$ cat config.mk
export PLATFORM = sky130hd
export DESIGN_NAME = sof_len_xor_eof_deframer_unit
export DESIGN_NICKNAME = d
export VERILOG_FILES = /design/src/rtl/sofd_pkg.sv /design/src/rtl/sofd_cfg_regs.sv /design/src/rtl/sofd_parser.sv /design/src/rtl/sofd_out_buf.sv /design/src/rtl/sof_len_xor_eof_deframer_unit.sv
export SDC_FILE = /design/constraint.sdc
export NUM_CORES = 1
export LEC_CHECK = 0
export BUFFER_PORTS_ARGS = -buffer_cell sky130_fd_sc_hd__buf_4
export CAP_MARGIN = 20
export CORE_ASPECT_RATIO = 1.75
export CORE_MARGIN = 3
export CORE_UTILIZATION = 50
export DETAILED_ROUTE_END_ITERATION = 12
export GPL_ROUTABILITY_DRIVEN = 0
export PLACE_DENSITY_LB_ADDON = 0.1
export SLEW_MARGIN = 0
export SYNTH_ARGS = -nofsm -noshare
export SYNTH_HDL_FRONTEND = slang
export SYNTH_SLANG_ARGS = --single-unit
$ cat constraint.sdc
create_clock -name clk -period 8.4 [get_ports clk]
set_input_delay 1.68 -clock clk [delete_from_list [all_inputs] [get_ports clk]]
set_output_delay 1.68 -clock clk [all_outputs]
set_load 0.005 [all_outputs]
$ cat src/rtl/sofd_pkg.sv
package sofd_pkg;

  localparam int unsigned MAX_PAYLOAD = 128;

  localparam logic [7:0] START_BYTE_RST    = 8'hAA;
  localparam logic [7:0] END_BYTE_RST      = 8'h55;
  localparam logic [7:0] PAYLOAD_LIMIT_RST = 8'd128;
  localparam logic [7:0] MAX_PAYLOAD_B     = 8'(MAX_PAYLOAD);

  localparam int unsigned OUT_TDATA_W = 40;

  typedef enum logic [1:0] {
    REG_START_BYTE    = 2'd0,
    REG_END_BYTE      = 2'd1,
    REG_PAYLOAD_LIMIT = 2'd2
  } reg_idx_t;

  typedef enum logic [1:0] {
    ST_GOOD    = 2'd0,
    ST_XOR_BAD = 2'd1,
    ST_END_BAD = 2'd2,
    ST_LEN_BAD = 2'd3
  } status_t;

  typedef enum logic [2:0] {
    PH_IDLE = 3'd0,
    PH_LEN  = 3'd1,
    PH_BODY = 3'd2,
    PH_CRC  = 3'd3,
    PH_EOF  = 3'd4
  } phase_t;

  typedef enum logic {
    KIND_PAYLOAD = 1'b0,
    KIND_FINISH  = 1'b1
  } kind_t;

  typedef struct packed {
    logic [7:0] start_byte;
    logic [7:0] end_byte;
    logic [7:0] payload_limit;
  } cfg_t;

  typedef struct packed {
    kind_t      kind;
    logic [7:0] opcode;
    logic [7:0] payload_byte;
    logic [6:0] byte_index;
    logic [7:0] payload_count;
    status_t    status;
  } result_t;

endpackage

$ cat src/rtl/sofd_cfg_regs.sv
module sofd_cfg_regs (
  input  logic                clk,
  input  logic                rst_n,
  input  logic                wr_en,
  input  logic [1:0]          wr_index,
  input  logic [7:0]          wr_data,
  output sofd_pkg::cfg_t      cfg
);
  import sofd_pkg::*;

  cfg_t cfg_r;

  always_ff @(posedge clk) begin
    if (!rst_n) begin
      cfg_r.start_byte    <= START_BYTE_RST;
      cfg_r.end_byte      <= END_BYTE_RST;
      cfg_r.payload_limit <= PAYLOAD_LIMIT_RST;
    end else if (wr_en) begin
      unique case (wr_index)
        REG_START_BYTE:    cfg_r.start_byte    <= wr_data;
        REG_END_BYTE:      cfg_r.end_byte      <= wr_data;
        REG_PAYLOAD_LIMIT: cfg_r.payload_limit <= wr_data;
        default: ;
      endcase
    end
  end

  assign cfg = cfg_r;

endmodule

$ cat src/rtl/sofd_parser.sv
module sofd_parser (
  input  logic                clk,
  input  logic                rst_n,
  input  logic                byte_en,
  input  logic [7:0]          rx_byte,
  input  sofd_pkg::cfg_t      cfg,
  output logic                res_valid,
  output sofd_pkg::result_t   res
);
  import sofd_pkg::*;

  phase_t     phase_r, phase_nxt;
  logic [7:0] frame_length_r, frame_length_nxt;
  logic [7:0] frame_opcode_r, frame_opcode_nxt;
  logic [7:0] bytes_seen_r, bytes_seen_nxt;
  logic [7:0] running_xor_r, running_xor_nxt;

  logic [7:0] limit;
  logic [7:0] seen_inc;
  logic [7:0] idx_full;
  logic [7:0] count_full;

  assign limit      = (cfg.payload_limit > MAX_PAYLOAD_B) ? MAX_PAYLOAD_B : cfg.payload_limit;
  assign seen_inc   = bytes_seen_r + 8'd1;
  assign idx_full   = bytes_seen_r - 8'd1;
  assign count_full = frame_length_r - 8'd1;

  always_comb begin
    phase_nxt        = phase_r;
    frame_length_nxt = frame_length_r;
    frame_opcode_nxt = frame_opcode_r;
    bytes_seen_nxt   = bytes_seen_r;
    running_xor_nxt  = running_xor_r;
    res_valid        = 1'b0;
    res              = '0;

    unique case (phase_r)
      PH_IDLE: begin
        if (rx_byte == cfg.start_byte) begin
          phase_nxt      = PH_LEN;
          bytes_seen_nxt = '0;
        end
      end
      PH_LEN: begin
        bytes_seen_nxt = '0;
        if (rx_byte == 8'd0 || {1'b0, rx_byte} > ({1'b0, limit} + 9'd1)) begin
          phase_nxt        = PH_IDLE;
          frame_length_nxt = '0;
          res_valid        = 1'b1;
          res.kind         = KIND_FINISH;
          res.status       = ST_LEN_BAD;
        end else begin
          frame_length_nxt = rx_byte;
          running_xor_nxt  = rx_byte;
          phase_nxt        = PH_BODY;
        end
      end
      PH_BODY: begin
        running_xor_nxt = running_xor_r ^ rx_byte;
        if (bytes_seen_r == 8'd0) begin
          frame_opcode_nxt = rx_byte;
        end else begin
          res_valid        = 1'b1;
          res.kind         = KIND_PAYLOAD;
          res.opcode       = frame_opcode_r;
          res.payload_byte = rx_byte;
          res.byte_index   = idx_full[6:0];
        end
        bytes_seen_nxt = seen_inc;
        if (seen_inc >= frame_length_r) begin
          phase_nxt = PH_CRC;
        end
      end
      PH_CRC: begin
        if (rx_byte == running_xor_r) begin
          phase_nxt = PH_EOF;
        end else begin
          phase_nxt         = PH_IDLE;
          res_valid         = 1'b1;
          res.kind          = KIND_FINISH;
          res.opcode        = frame_opcode_r;
          res.payload_count = count_full;
          res.status        = ST_XOR_BAD;
        end
      end
      PH_EOF: begin
        phase_nxt         = PH_IDLE;
        res_valid         = 1'b1;
        res.kind          = KIND_FINISH;
        res.opcode        = frame_opcode_r;
        res.payload_count = count_full;
        res.status        = (rx_byte == cfg.end_byte) ? ST_GOOD : ST_END_BAD;
      end
      default: begin
        phase_nxt = PH_IDLE;
      end
    endcase

    if (!byte_en) begin
      res_valid = 1'b0;
    end
  end

  always_ff @(posedge clk) begin
    if (!rst_n) begin
      phase_r        <= PH_IDLE;
      frame_length_r <= '0;
      frame_opcode_r <= '0;
      bytes_seen_r   <= '0;
      running_xor_r  <= '0;
    end else if (byte_en) begin
      phase_r        <= phase_nxt;
      frame_length_r <= frame_length_nxt;
      frame_opcode_r <= frame_opcode_nxt;
      bytes_seen_r   <= bytes_seen_nxt;
      running_xor_r  <= running_xor_nxt;
    end
  end

endmodule

$ cat src/rtl/sofd_out_buf.sv
module sofd_out_buf (
  input  logic                clk,
  input  logic                rst_n,
  input  logic                push,
  input  sofd_pkg::result_t   push_data,
  output logic                can_push,
  output logic                out_valid,
  input  logic                out_ready,
  output sofd_pkg::result_t   out_data
);
  import sofd_pkg::*;

  logic    main_valid_r;
  logic    skid_valid_r;
  result_t main_r;
  result_t skid_r;
  logic    pop;

  assign pop = main_valid_r & out_ready;

  always_ff @(posedge clk) begin
    if (!rst_n) begin
      main_valid_r <= 1'b0;
      skid_valid_r <= 1'b0;
    end else begin
      if (main_valid_r && !pop) begin
        if (push) begin
          skid_valid_r <= 1'b1;
        end
      end else if (skid_valid_r) begin
        main_valid_r <= 1'b1;
        skid_valid_r <= 1'b0;
      end else begin
        main_valid_r <= push;
      end
    end
  end

  always_ff @(posedge clk) begin
    if (main_valid_r && !pop) begin
      if (push) begin
        skid_r <= push_data;
      end
    end else if (skid_valid_r) begin
      main_r <= skid_r;
    end else if (push) begin
      main_r <= push_data;
    end
  end

  assign can_push  = ~skid_valid_r;
  assign out_valid = main_valid_r;
  assign out_data  = main_r;

endmodule

$ cat src/rtl/sof_len_xor_eof_deframer_unit.sv
// Start/length/XOR/end frame parser for a received byte stream.
// in_*  : one received byte per transaction, in_tdata[7:0].
// cfg_* : register writes, index 0 start byte, 1 end byte, 2 payload limit;
//         cfg_ready is always high, write only while the block is idle.
// out_* : one result per payload byte (tuser 0) or per finished frame
//         (tuser 1, with status). Opcode bytes, a good checksum byte and
//         bytes outside a frame give no result.
// A result is registered in the output stage before it shows on out_tvalid.
// Throughput: one byte per cycle while in_tready is high; the phase machine
// and running XOR finish each byte in the cycle it is taken.
// A two-deep output stage (result register plus skid) lets the next byte in
// while a result waits; in_tready drops only when both are full, which
// happens after the receiver holds out_tready low.
// Reset (rst_n low, synchronous) returns the parser to hunting for the start
// byte, restores register defaults and drops all pending results.
module sof_len_xor_eof_deframer_unit (
  input  logic        clk,
  input  logic        rst_n,
  input  logic        in_tvalid,
  output logic        in_tready,
  input  logic [7:0]  in_tdata,     // [7:0] rx_byte
  input  logic        cfg_valid,
  output logic        cfg_ready,
  input  logic [1:0]  cfg_index,
  input  logic [7:0]  cfg_data,
  output logic        out_tvalid,
  input  logic        out_tready,
  output logic [sofd_pkg::OUT_TDATA_W-1:0] out_tdata,
  // [7:0] opcode, [15:8] payload_byte, [22:16] byte_index,
  // [30:23] payload_count, [32:31] status, [39:33] zero
  output logic        out_tuser     // [0] kind
);
  import sofd_pkg::*;

  cfg_t    cfg;
  logic    byte_en;
  logic    res_valid;
  result_t res;
  logic    can_push;
  result_t out_res;

  assign cfg_ready = 1'b1;
  assign in_tready = can_push;
  assign byte_en   = in_tvalid & can_push;

  sofd_cfg_regs u_cfg (
    .clk      (clk),
    .rst_n    (rst_n),
    .wr_en    (cfg_valid),
    .wr_index (cfg_index),
    .wr_data  (cfg_data),
    .cfg      (cfg)
  );

  sofd_parser u_parser (
    .clk       (clk),
    .rst_n     (rst_n),
    .byte_en   (byte_en),
    .rx_byte   (in_tdata),
    .cfg       (cfg),
    .res_valid (res_valid),
    .res       (res)
  );

  sofd_out_buf u_out (
    .clk       (clk),
    .rst_n     (rst_n),
    .push      (res_valid),
    .push_data (res),
    .can_push  (can_push),
    .out_valid (out_tvalid),
    .out_ready (out_tready),
    .out_data  (out_res)
  );

  assign out_tuser = out_res.kind;
  assign out_tdata = {7'd0, out_res.status, out_res.payload_count, out_res.byte_index,
                      out_res.payload_byte, out_res.opcode};

endmodule

## After elaboration in Yosys (flattened, before gate mapping)

Cells that the tools add are included.

| cells by class | value |
|---|---|
| add/subtract/negate cells | 4 |
| reduce and logical (&&, ||, !) cells | 21 |
| bitwise gates (word level) | 5 |
| muxes and demuxes | 29 |
| eq/ne operators | 12 |
| order comparisons | 3 |

Operator list:

| operator | count |
|---|---|
| $mux W34 | 2 |
| $pmux W8 S3 | 2 |
| $mux W8 | 4 |
| $pmux W8 S2 | 2 |
| $eq A8 B8 Y1 | 3 |
| $mux W23 | 1 |
| $logic_not A8 Y1 | 2 |
| $mux W15 | 1 |
| $reduce_and A2 Y1 | 7 |
| $pmux W3 S4 | 1 |
| $reduce_and A3 Y1 | 4 |
| $mux W10 | 1 |
| $add A8 B1 Y9 const B | 1 |
| $gt A8 B9 Y1 | 1 |
| $mux W3 | 3 |
| $mux W9 | 1 |
| $add A8 B1 Y8 const B | 1 |
| $ge A8 B8 Y1 | 1 |
| $gt A8 B8 Y1 const B | 1 |
| $pmux W1 S4 | 2 |
| $sub A8 B1 Y8 const B | 1 |
| $xor A8 B8 Y8 | 1 |
| $sub A7 B1 Y7 const B | 1 |
| $eq A3 B2 Y1 const B | 2 |
| 18 further kinds | 28 |

| word-level totals | value |
|---|---|
| output and inout bits | 44 |
| word-level logic and storage cells | 96 |
| register bits after elaboration | 129 |
| input bits | 23 |

## Depth between registers and ports, before layout

| logic depth | value |
|---|---|
| word-level depth | 10 |
| gate-level depth with buffers | 15 |
| mapped depth without buffers | 14 |

## Hierarchy

A second synthesis with hierarchy kept.

| unflattened totals | value |
|---|---|
| cells, all modules | 613 |
| area, all modules | 6776.5 um2 |

Modules (own cells, without submodules):

| module | times used | area each (um2) | sequential area each (um2) | cells each |
|---|---|---|---|---|
| sofd_parser | 1 | 3039.2 | 700.7 | 388 |
| sofd_out_buf | 1 | 2682.6 | 2082.0 | 115 |
| sofd_cfg_regs | 1 | 980.9 | 480.5 | 99 |
| sof_len_xor_eof_deframer_unit | 1 | 73.8 | 0.0 | 11 |

## Worst setup path after synthesis

No wires, ideal clock.

| timing path | value |
|---|---|
| path type | input to register |
| start point | in in_tdata[0] |
| end point | reg u_out.skid_r[0] (netlist bit), enable pin |
| library setup time | 0.475 ns |
| cell stages on the path | 9 |
| data required time | 7.925 ns |
| path buffers | 1 |
| path slack | 2.274 ns |
| arrival time | 5.652 ns |
| cells stage by stage | buf_2 > inv_1 > ha_1 > nand4_1 > nor2_1 > o22ai_2 > a21oi_1 > o311a_1 > nor3b_1 |

| between the ends | value |
|---|---|
| word-level cells in the longest chain between the ends | 6 |
| elaborated cells between the ends (all ways) | 9 |
| classes of those cells | 1 x order compare; 1 x eq/ne; 4 x mux; 3 x reduce/logical |

RTL lines:

| what | line | text |
|---|---|---|
| from (decl) | sof_len_xor_eof_deframer_unit.sv:21 | `input logic [7:0] in_tdata,` |
| $gt A8 B9 Y1 / $logic_not A8 Y1 (equally long branches) | sofd_parser.sv:46 | `if (rx_byte == 8'd0 \|\| {1'b0, rx_byte} > ({1'b0, limit} + 9'd1)) begin` |
| $logic_or A1 B1 Y1 | sofd_parser.sv:46 |  |
| $mux W1 | sofd_parser.sv:46 |  |
| $pmux W1 S4 (*) | sofd_parser.sv:37 | `unique case (phase_r)` |
| $mux W1 (*) | sofd_parser.sv:99 | `if (!byte_en) begin` |
| $reduce_and A2 Y1 (no source line) (*) | n/a |  |
| to (signal assigned) | sofd_out_buf.sv:42 | `skid_r <= push_data;` |
| to (decl) | sofd_out_buf.sv:16 | `result_t skid_r;` |

Every way passes the cells marked *; elsewhere a longest branch is shown, timed or not.
A chain may end at the register's enable or synchronous reset.

## Final worst setup path

| timing path | value |
|---|---|
| start point | reg u_cfg.cfg_r (netlist bit u_cfg.cfg[7]) |
| end point | reg u_out.skid_r[0] (netlist bit), enable pin |

| between the ends | value |
|---|---|
| word-level cells in the longest chain between the ends | 9 |

RTL lines:

| what | line | text |
|---|---|---|
| from (decl) | sofd_cfg_regs.sv:11 | `cfg_t cfg_r;` |
| $gt A8 B8 Y1 | sofd_parser.sv:23 | `assign limit = (cfg.payload_limit > MAX_PAYLOAD_B) ? MAX_PAYLOAD_B : cfg.payload_limit;` |
| $mux W8 (*) | sofd_parser.sv:23 |  |
| $add A8 B1 Y9 (*) | sofd_parser.sv:46 |  |
| $gt A8 B9 Y1 (*) | sofd_parser.sv:46 |  |
| $logic_or A1 B1 Y1 (*) | sofd_parser.sv:46 |  |
| $mux W1 (*) | sofd_parser.sv:46 |  |
| $pmux W1 S4 (*) | sofd_parser.sv:37 |  |
| $mux W1 (*) | sofd_parser.sv:99 |  |
| $reduce_and A2 Y1 (no source line) (*) | n/a |  |

Marked as above.

==> flow_metrics.tcl <==
set metrics [dict create \
    status "finished clean" \
    fillerInstances 1071 \
    cp_cell_sequence "nand2b_1 -> inv_1 -> ha_1 -> and3_1 -> nand3_1 -> xnor2_1 -> nand2b_1 -> ha_1 -> and3_1 -> a221oi_1 -> o22ai_2 -> a21oi_1 -> o311a_1 -> nor3b_2 -> buf_4" \
    cts.sinks 129 \
    utilization 0.600 \
    synth_seq_cells 129 \
    leakage_uw 0.00296 \
    grt_max_degree 56 \
    clk_pin_slew_worst_paths_ns 0.06 \
    grt.overflow.total 0 \
    ys.warnings.count 0 \
    synth.cell_area_um2 6400 \
    crit_family "simple AND/OR/NAND/NOR gates" \
    critPathLaunchType "flop" \
    diodes 0 \
    end_kind "flop" \
    holdPathStages 2 \
    maxCapViolCount 0 \
    ys_seq_area_frac 0.510 \
    drcViolationCount 0 \
    async_flop_share 0 \
    critPathKind "flop to flop" \
    core_region_area_um2 12500 \
    final_cell_mix "nand2_1 (68), edfxtp_1 (68), nor2_1 (62), buf_4 (62), dfxtp_1 (61)" \
    ir_drop_mv 0.139 \
    setup_violations 0 \
    slowest_delay_ns 0.47 \
    crit_fanout 19 \
    r2r_slack_ns 4.44 \
    die-area_um2 14200 \
    initial_core_util 0.512 \
    clock_latency_ns 0.42 \
    arrival_ns 4.06 \
    dp_hpwl_um 10400 \
    worst_pin_slew_ns 0.955 \
    antenna_found_initial 0 \
    grtUsageTotal 0.202 \
    vias_per_cell 5.42 \
    io_pins 67 \
    cp_data_required_time_ns 8.50 \
    synthCells 617 \
    drtAntennaViolNets 0 \
    synth_area_leader_cell "edfxtp_1" \
    fin_crit_sh 0.472 \
    rr_startpoint "u_cfg.cfg[7]$_SDFFE_PN1P_" \
    vias 4543 \
    clockBufferDepth 2 \
    numCtsBuffers 17 \
    powerDensity_nw_per_um2 199 \
    fin_skew_ns 0.00903 \
    hold_end "u_cfg.cfg[12]$_SDFFE_PN1P_" \
    crit_path_top_delay_cell "dfxtp_1" \
    period_minus_slack_ns 3.96 \
    fp.dieW_um 91.5 \
    final_area_um2 7490 \
    drive_above_1_share 0.169 \
    synth_area_leaders "edfxtp_1 (32%), dfxtp_1 (19%), mux2i_1 (6.3%)" \
    nNetsFinal 701 \
    path_buf_inv 2 \
    fp.dieH_um 156 \
    pre_cts_ws_ns 3.41 \
    grt_pass1_wl_um 22600 \
    syn_to_final_growth_pct 17.1 \
    fin_cells 838 \
    synth_edf_count 68 \
    htree_levels 4 \
    rsz0062_at_grt "false" \
    yosysUniqueCellTypes 54 \
    hp-start "u_cfg.cfg[12]$_SDFFE_PN1P_" \
    place.detailed.instances 803 \
    fmax_mhz 252 \
    drtIter0Drc 276 \
    hold_viol_final 0 \
    rr_endpoint "u_out.skid_r[0]$_DFFE_PP_" \
    wl_per_cell_um 16.8 \
    placed_area_um2 6840 \
    cts_setup_buffers 0 \
    synth.top_cell.area_share 0.319 \
    hp-class "flop to flop" \
    slew-limit-headroom 0.361 \
    synth_flop_cell "edfxtp_1" \
    finalSetupTns_ns 0 \
    numPortBuffers 58 \
    post_cts_resized 0 \
    cts_tree "yes" \
    cts_root_buffer "clkbuf_16" \
    num_rows 54 \
    syn_avg_cell_area_um2 10.4 \
    wl_um 14100 \
    setup_slack_ns 4.44 \
    cts_hold_buf 0 \
    grt_pass1_vias 4497 \
    rr_worst_depth 15 \
    drtPass1Iterations 5 \
    drv_slew 0 \
]
## synthesized netlist by cell type (2+ instances only)
cell	number
xor2_1	7
a21oi_1	11
nand2b_1	6
conb_1	2
buf_6	3
and2_1	8
edfxtp_1	68
nor4_1	3
clkbuf_1	23
a21o_1	2
xnor2_1	39
nor2_1	63
buf_2	4
o31ai_1	20
a31oi_1	3
o211ai_1	2
buf_1	4
and3_1	3
nand3_1	17
a221oi_1	2
o21a_1	3
buf_4	16
dfxtp_1	61
nor3b_1	2
o21ai_0	26
nor3_1	5
nand3b_1	2
ha_1	21
a32o_1	7
nand4_1	11
nor2b_1	6
mux2_2	8
nand2_1	68
a22oi_1	8
mux2i_1	40
inv_1	25
## sequential cells by signal (all words and copies together) (netlist names)
signal,flops
u_parser.phase_r,3
u_out.out_data,34
u_parser.running_xor_r,8
u_out.skid_valid_r,1
u_cfg.cfg,24
u_parser.bytes_seen_r,8
u_out.out_valid,1
u_out.skid_r,34
u_parser.frame_opcode_r,8
u_parser.frame_length_r,8
## area by class of cell
type                            count  area (um^2)  area share
Sequential cell                   129         3260       0.435
Multi-Input combinational cell    419         2810       0.374
Timing Repair Buffer               65          515      0.0688
Clock buffer                       17          425      0.0568
Tap cell                          168          210      0.0280
Clock inverter                     15          181      0.0242
Inverter                           25         93.8      0.0125
## kinds of logic (layout without fill, tap and decap cells)
family,Yosys count,after routing,share of synthesized area
xor gates and xnor gates,46,46,0.0629
DFF,129,129,0.510
other,2,8,0.00117
AOI/OAI and AO/OA,93,93,0.0995
and+or+nand+nor,203,203,0.151
buffers and inverters,75,122,0.0577
adders and majority gates,21,21,0.0410
muxes,48,48,0.0766
## where the power goes
part | switching, uW | internal (uW) | leakage [uW]
clock | 285 | 470 | 0.000292
combinational | 39.9 | 29.7 | 0.00158
sequential | 5.55 | 663 | 0.00109
total | 331 | 1160 | 0.00296
## worst reg2reg max path: cells and delay by family (launching register included)
| family | cells | cell delay, ns |
|---|---|---|
| adder cells (fa/ha/maj) | 2 | 0.53 |
| buffers and inverters | 2 | 0.39 |
| AND/OR/NAND/NOR | 6 | 1.22 |
| XOR/XNOR | 1 | 0.12 |
| flip-flops | 1 | 0.47 |
| AO/OA/AOI/OAI | 4 | 0.90 |
## worst max path at each step
stage,slack (ns),cells past startpoint,end,from
final,4.44,15,u_out.skid_r[0]$_DFFE_PP_,u_cfg.cfg[7]$_SDFFE_PN1P_
after floorplan,2.27,9,u_out.skid_r[0]$_DFFE_PP_,in_tdata[0]
after detailed placement,3.41,9,u_out.skid_r[21]$_DFFE_PP_,in_tdata[7]
after global routing,4.15,15,u_out.skid_r[1]$_DFFE_PP_,u_cfg.cfg[7]$_SDFFE_PN1P_
after CTS,3.77,15,u_out.skid_r[0]$_DFFE_PP_,u_cfg.cfg[7]$_SDFFE_PN1P_
after global placement,3.53,9,u_out.skid_r[19]$_DFFE_PP_,in_tdata[7]
## routing by layer
layer / global-route usage / routed length [um]
met5: 0 / 0
met4: 0.0986 / 486
met3: 0.0444 / 498
met2: 0.371 / 7700
met1: 0.217 / 5380
## through the flow
stage	hold WS [ns]	total power (uW)
after floorplan	0.458	730
after global placement	0.482	747
after detailed placement	0.486	750
after CTS	0.502	1500
after global routing	0.531	1540
final	0.502	1490
No activity file was read; power rests on OpenSTA's default activity.
